--- config.mk ---
export PLATFORM = sky130hd
export DESIGN_NAME = hsv_to_rgb_pixel_converter
export DESIGN_NICKNAME = d
export VERILOG_FILES = /design/src/rtl/core/hsv2rgb_pkg.sv /design/src/rtl/core/hsv_to_rgb_pixel_converter.sv
export SDC_FILE = /design/constraint.sdc
export NUM_CORES = 2
export LEC_CHECK = 0
export ABC_AREA = 0
export BUFFER_PORTS_ARGS = -buffer_cell sky130_fd_sc_hd__buf_4
export CAP_MARGIN = 40
export CORE_MARGIN = 2
export CORE_UTILIZATION = 47
export DETAILED_ROUTE_END_ITERATION = 10
export PLACE_DENSITY_LB_ADDON = 0.1
export REMOVE_ABC_BUFFERS = 1
export SLEW_MARGIN = 25
export SYNTH_ARGS = -nofsm -noshare
export SYNTH_HDL_FRONTEND = slang
export SYNTH_SLANG_ARGS = --single-unit
--- constraint.sdc ---
create_clock -name clk -period 8.4 [get_ports clk]
set_clock_uncertainty 0.15 [all_clocks]
set_input_delay 2.1 -clock clk [delete_from_list [all_inputs] [get_ports clk]]
set_output_delay 2.1 -clock clk [all_outputs]
set_load 0.005 [all_outputs]
--- src/rtl/core/hsv2rgb_pkg.sv ---
`timescale 1ns / 1ps
// ----------------------------------------------------------------------------
// hsv2rgb_pkg
// Types and fixed constants shared by the HSV to RGB converter.
// ----------------------------------------------------------------------------
package hsv2rgb_pkg;

  localparam int HUE_W  = 16;
  localparam int CH_W   = 8;
  localparam int FRAC_W = 10;
  localparam int SEC_W  = 3;

  typedef logic signed [HUE_W-1:0] hue_t;
  typedef logic [CH_W-1:0]         chan_t;
  typedef logic [FRAC_W-1:0]       frac_t;
  typedef logic [SEC_W-1:0]        sector_t;

  // Six full turns lift any 16-bit hue to a non-negative value.
  localparam logic [16:0] HUE_OFFSET = 17'd34560;
  localparam logic [9:0]  HUE_SECTOR = 10'd960;
  localparam logic [7:0]  UNIT       = 8'd255;
  localparam logic [17:0] DEN_Q      = 18'd244800;

  // Reciprocals: m/15, k/6, x/255 (16-bit x), y/3825 (20-bit y).
  localparam logic [12:0] RECIP_15   = 13'd4370;
  localparam logic [5:0]  RECIP_6    = 6'd43;
  localparam logic [15:0] RECIP_255  = 16'h8081;
  localparam logic [20:0] RECIP_3825 = 21'd1122868;

  // Hue sectors.
  localparam sector_t SEC_RED_YEL = 3'd0;
  localparam sector_t SEC_YEL_GRN = 3'd1;
  localparam sector_t SEC_GRN_CYN = 3'd2;
  localparam sector_t SEC_CYN_BLU = 3'd3;
  localparam sector_t SEC_BLU_MAG = 3'd4;

endpackage

--- src/rtl/core/hsv_to_rgb_pixel_converter.sv ---
`timescale 1ns / 1ps
// ----------------------------------------------------------------------------
// hsv_to_rgb_pixel_converter
// Fixed-point HSV to RGB conversion, seven-stage pipeline, one item per clock.
// ----------------------------------------------------------------------------
// Channel   Handshake      Fields
// input     start / busy   hue (s16), saturation (u8), brightness (u8)
// result    done           red (u8), green (u8), blue (u8)
//
// One item accepted per clock; its result is driven with done from the output
// register that follows stages 1 to 6. The depth is set
// by the chain of reciprocal multipliers (hue split, channel products, divide
// by 255 and by 244800).
// busy stays low; the pipeline never stalls since results cannot be held.
// Reset clears the stage valid bits and done only.
// ----------------------------------------------------------------------------
module hsv_to_rgb_pixel_converter (
  input  logic                clk,
  input  logic                rst,
  input  logic                start,
  output logic                busy,
  input  hsv2rgb_pkg::hue_t   hue,
  input  hsv2rgb_pkg::chan_t  saturation,
  input  hsv2rgb_pkg::chan_t  brightness,
  output logic                done,
  output hsv2rgb_pkg::chan_t  red,
  output hsv2rgb_pkg::chan_t  green,
  output hsv2rgb_pkg::chan_t  blue
);
  import hsv2rgb_pkg::*;

  logic [5:0] vld;

  // stage 1: lifted hue split by 64
  logic [16:0] hue_lift;
  logic [10:0] s1_m;
  logic [5:0]  s1_lo;
  chan_t       s1_s, s1_v;

  // stage 2: quotient by 960
  logic [23:0] s1_kprod;
  logic [6:0]  s2_k;
  logic [10:0] s2_m;
  logic [5:0]  s2_lo;
  chan_t       s2_s, s2_v;

  // stage 3: sector and remainder
  logic [10:0] s2_k15;
  logic [10:0] s2_rem;
  logic [11:0] s2_k43;
  logic [3:0]  s2_k6;
  logic [6:0]  s2_sec;
  frac_t       s3_f;
  sector_t     s3_sec;
  chan_t       s3_s, s3_v;

  // stage 4: saturation products
  logic [17:0] s4_sf, s4_sg;
  logic [15:0] s4_pn;
  sector_t     s4_sec;
  logic        s4_sz;
  chan_t       s4_v;

  // stage 5: numerators and p
  logic [17:0] s4_qn, s4_tn;
  logic [31:0] s4_pprod;
  logic [25:0] s5_yq, s5_yt;
  chan_t       s5_p;
  sector_t     s5_sec;
  logic        s5_sz;
  chan_t       s5_v;

  // stage 6: q and t
  logic [40:0] s5_qprod, s5_tprod;
  chan_t       s6_p, s6_q, s6_t;
  sector_t     s6_sec;
  logic        s6_sz;
  chan_t       s6_v;

  chan_t red_next, green_next, blue_next;

  assign busy = 1'b0;

  always_ff @(posedge clk) begin
    if (rst) begin
      vld  <= '0;
      done <= 1'b0;
    end else begin
      vld  <= {vld[4:0], start & ~busy};
      done <= vld[5];
    end
  end

  assign hue_lift = {hue[HUE_W-1], hue} + HUE_OFFSET;

  always_ff @(posedge clk) begin
    s1_m  <= hue_lift[16:6];
    s1_lo <= hue_lift[5:0];
    s1_s  <= saturation;
    s1_v  <= brightness;
  end

  assign s1_kprod = 24'(s1_m) * 24'(RECIP_15);

  always_ff @(posedge clk) begin
    s2_k  <= s1_kprod[22:16];
    s2_m  <= s1_m;
    s2_lo <= s1_lo;
    s2_s  <= s1_s;
    s2_v  <= s1_v;
  end

  assign s2_k15 = 11'(s2_k) * 11'd15;
  assign s2_rem = s2_m - s2_k15;
  assign s2_k43 = 12'(s2_k) * 12'(RECIP_6);
  assign s2_k6  = s2_k43[11:8];
  assign s2_sec = s2_k - 7'(s2_k6) * 7'd6;

  always_ff @(posedge clk) begin
    s3_f   <= {s2_rem[3:0], s2_lo};
    s3_sec <= s2_sec[SEC_W-1:0];
    s3_s   <= s2_s;
    s3_v   <= s2_v;
  end

  always_ff @(posedge clk) begin
    s4_sf  <= 18'(s3_s) * 18'(s3_f);
    s4_sg  <= 18'(s3_s) * 18'(HUE_SECTOR - s3_f);
    s4_pn  <= 16'(s3_v) * 16'(UNIT - s3_s);
    s4_sec <= s3_sec;
    s4_sz  <= (s3_s == '0);
    s4_v   <= s3_v;
  end

  assign s4_qn    = DEN_Q - s4_sf;
  assign s4_tn    = DEN_Q - s4_sg;
  assign s4_pprod = 32'(s4_pn) * 32'(RECIP_255);

  always_ff @(posedge clk) begin
    s5_yq  <= 26'(s4_v) * 26'(s4_qn);
    s5_yt  <= 26'(s4_v) * 26'(s4_tn);
    s5_p   <= s4_pprod[30:23];
    s5_sec <= s4_sec;
    s5_sz  <= s4_sz;
    s5_v   <= s4_v;
  end

  // y / 244800 = (y >> 6) / 3825
  assign s5_qprod = 41'(s5_yq[25:6]) * 41'(RECIP_3825);
  assign s5_tprod = 41'(s5_yt[25:6]) * 41'(RECIP_3825);

  always_ff @(posedge clk) begin
    s6_q   <= s5_qprod[39:32];
    s6_t   <= s5_tprod[39:32];
    s6_p   <= s5_p;
    s6_sec <= s5_sec;
    s6_sz  <= s5_sz;
    s6_v   <= s5_v;
  end

  always_comb begin
    red_next   = s6_v;
    green_next = s6_p;
    blue_next  = s6_q;
    if (s6_sz) begin
      red_next   = s6_v;
      green_next = s6_v;
      blue_next  = s6_v;
    end else begin
      case (s6_sec)
        SEC_RED_YEL: begin
          red_next = s6_v; green_next = s6_t; blue_next = s6_p;
        end
        SEC_YEL_GRN: begin
          red_next = s6_q; green_next = s6_v; blue_next = s6_p;
        end
        SEC_GRN_CYN: begin
          red_next = s6_p; green_next = s6_v; blue_next = s6_t;
        end
        SEC_CYN_BLU: begin
          red_next = s6_p; green_next = s6_q; blue_next = s6_v;
        end
        SEC_BLU_MAG: begin
          red_next = s6_t; green_next = s6_p; blue_next = s6_v;
        end
        default: begin
          red_next = s6_v; green_next = s6_p; blue_next = s6_q;
        end
      endcase
    end
  end

  always_ff @(posedge clk) begin
    red   <= red_next;
    green <= green_next;
    blue  <= blue_next;
  end

endmodule

==> impl_metrics.py <==
metrics = {
    "timing": {
        "fin_hold_ws_ns": 0.163,
        "hold_viol_final": 0,
        "period_needed_ns": 6.54,
        "worstMarginPinSlew_ns": 0.811,
        "slew_headroom_pct": 45.5,
        "setup_tns_ns": 0,
        "period_share_pct": 77.9,
        "setup_viol_count_final": 0,
        "rsz0062_at_grt": "no",
        "slew_violations": 0,
        "max_freq_ghz": 0.153,
    },
    "cts": {
        "clkSinkCount": 285,
        "cts_tree": "done",
        "cts_buffers": 35,
        "clk_latency_ns": 0.57,
        "clkTransAtPathRegs_ns": 0.05,
        "postCtsSetupBuffers": 0,
        "root_buffer": "clkbuf_16",
        "cts_resized": 0,
        "clock_path_buffers": 3,
        "htree_levels": 2,
        "holdBufCountCts": 0,
    },
    "synthesis": {
        "yosys_most_used_dff": "dfxtp_1",
        "synth_top_area_cell": "fa_1",
        "ys_types": 70,
        "ys_seq_elements": 285,
        "synth.avg_cell_area_sq_um": 9.67,
        "synth_cells": 3676,
        "yosysSeqAreaShare_pct": 16.1,
        "async_flop_share_pct": 0,
        "synth_area_leaders": "fa_1 (28%), ha_1 (23%), dfxtp_1 (16%)",
        "netlist.area_leader.share_pct": 27.9,
        "synth.most_common_cell": "inv_1",
        "ys_top_cells_by_count": "inv_1 (844), ha_1 (660), fa_1 (495), dfxtp_1 (285), and2_1 (250)",
        "ys_warn_count": 0,
        "synth_edf_count": 0,
        "synth_area_sq_mm": 0.0355,
    },
    "floorplan": {
        "dieWidth_microns": 279,
        "die-height_microns": 279,
        "ios": 61,
        "initial_utilization_pct": 47.6,
        "core_area_sq_mm": 0.0747,
        "die_area_sq_mm": 0.0778,
        "row_count": 100,
    },
    "run": {
        "max_cap_violations": 0,
    },
    "global_routing": {
        "grt_overflow": 0,
        "antenna_found_initial": 3,
        "grt_pass1_vias": 24497,
        "grt_util_all_layers_pct": 19.2,
        "grt_pass1_wl_microns": 122000,
        "grt_max_degree": 37,
    },
    "layout": {
        "diodes": 0,
        "nNetsFinal": 4911,
        "fin_util_pct": 51.4,
        "area_growth_pct": 7.98,
        "multi_input_area_sq_mm": 0.0264,
        "seqCellArea_sq_mm": 0.00571,
        "drive_gt1_share_pct": 4.46,
        "n_fill_cell": 7111,
    },
    "route": {
        "final_antenna_net_count": 0,
        "firstDrtPassIters": 5,
        "vias": 23149,
        "wl_microns": 70300,
        "wire_per_inst_microns": 14.9,
        "remaining_drc_errors": 0,
        "drt_iter0_drc": 885,
        "viasPerCell": 4.91,
    },
    "min_path": {
        "whs_path_depth": 0,
        "hold_class": "reg2reg",
    },
    "critical_path": {
        "cp_max_fo": 14,
        "endpoint_kind": "register",
        "crit_required_ns": 8.67,
        "rr_worst_depth": 22,
        "critPathArrivalTime_ns": 6.82,
        "start_kind": "register",
        "criticalPathCategory": "reg2reg",
    },
    "placement": {
        "dp.final_hpwl_microns": 58600,
        "io_buffers": 59,
        "gp_congestion": 0.815,
    },
    "run_status": {
        "outcome": "complete, no violations",
    },
}
worst max-delay path: stages (launching register included):
cell and delay [ns]:
dfxtp_1 0.47, inv_1 0.14, ha_1 0.21, or3b_1 0.42, nand2_1 0.10, nand2_1 0.09, and3_1 0.21, xnor2_1 0.61
nor2b_1 0.15, fa_1 0.53, fa_1 0.51, fa_1 0.49, inv_1 0.05, fa_1 0.47, inv_1 0.04, ha_1 0.18
a2111o_1 0.36, o22a_1 0.20, o31a_1 0.14, a221o_2 0.39, a211oi_2 0.25, o21bai_1 0.11, xor2_1 0.15
stage by stage:
step,std cells,instance area [sq um],worst slack [ns]
CTS,4714,38400,1.83
finish,4716,38400,1.86
global route,4716,38400,1.44
global placement,4649,37100,1.97
floorplan,3599,35200,2.42
detailed placement,4651,37100,1.85
metal layers:
layer | routed length (microns) | global-route usage, % | up-vias
met2 | 32700 | 32.4 | 207
li1 | - | - | 11561
met3 | 1870 | 2.01 | 62
met5 | 13 | 0 | -
met1 | 34700 | 27.0 | 11317
met4 | 1050 | 3.42 | 2
kinds of logic after synthesis:
| kind of cell | count (synthesis) | synth area share, % |
|---|---|---|
| AO/OA/AOI/OAI | 289 | 5.40 |
| buffers and inverters | 922 | 9.75 |
| adder cells (fa/ha/maj) | 1155 | 51.1 |
| multiplexers | 39 | 1.10 |
| AND/OR/NAND/NOR | 815 | 12.4 |
| flip-flops | 285 | 16.1 |
| other | 1 | 0.0106 |
| XOR/XNOR | 170 | 4.19 |
cell type report:
type	count	share of cell area, %
Clock inverter	27	0.965
Tap cell	969	3.16
Timing Repair Buffer	85	1.71
Clock buffer	36	2.32
Multi-Input combinational cell	2469	68.7
Sequential cell	285	14.9
Inverter	845	8.27
cells in the final DEF, fill, tap and decap left out, types with 6 or more instances in the layout:
cell type and instances:
bufinv_16 6, a21boi_0 6, a22oi_1 8, fa_1 495, nor3_1 37, nand4_1 11, a221oi_1 8, ha_1 660
nor2_1 80, o21bai_1 8, and3_1 22, or3_1 8, xnor2_1 110, clkinv_4 6, or4_1 6, mux2i_1 38
o21a_1 17, nor2b_1 114, buf_4 82, dfxtp_1 285, clkbuf_16 35, o31ai_1 6, a21oi_1 77, a211oi_1 13
a21o_1 26, a31oi_1 8, nand2_1 179, xor2_1 60, and2_1 250, or2_2 6, inv_1 844, nand2b_1 52
o21ai_0 57, nand3_1 33, o22ai_1 8
state kept, by name (all words and copies together), names as in the netlist, 10 cells and up:
| register | count |
|---|---|
| s5_yq | 20 |
| s4_pn | 16 |
| s3_f | 10 |
| s1_m | 11 |
| s5_yt | 20 |
| s4_sg | 18 |
| s4_sf | 17 |
final timing paths:
| path | from | to | slack (ns) |
|---|---|---|---|
| worst max-delay path | s4_sg[0]$_DFF_P_ | s5_yq[24]$_DFF_P_ | 1.86 |
| worst min-delay path | s1_s[5]$_DFF_P_ | s2_s[5]$_DFF_P_ | 0.16 |
| worst min register to register | s1_s[5]$_DFF_P_ | s2_s[5]$_DFF_P_ | 0.16 |
| worst max register to register | s4_sg[0]$_DFF_P_ | s5_yq[24]$_DFF_P_ | 1.86 |
Power is not shown: default switching activity piles up to over one toggle a cycle in this logic, so the estimate is an artifact.
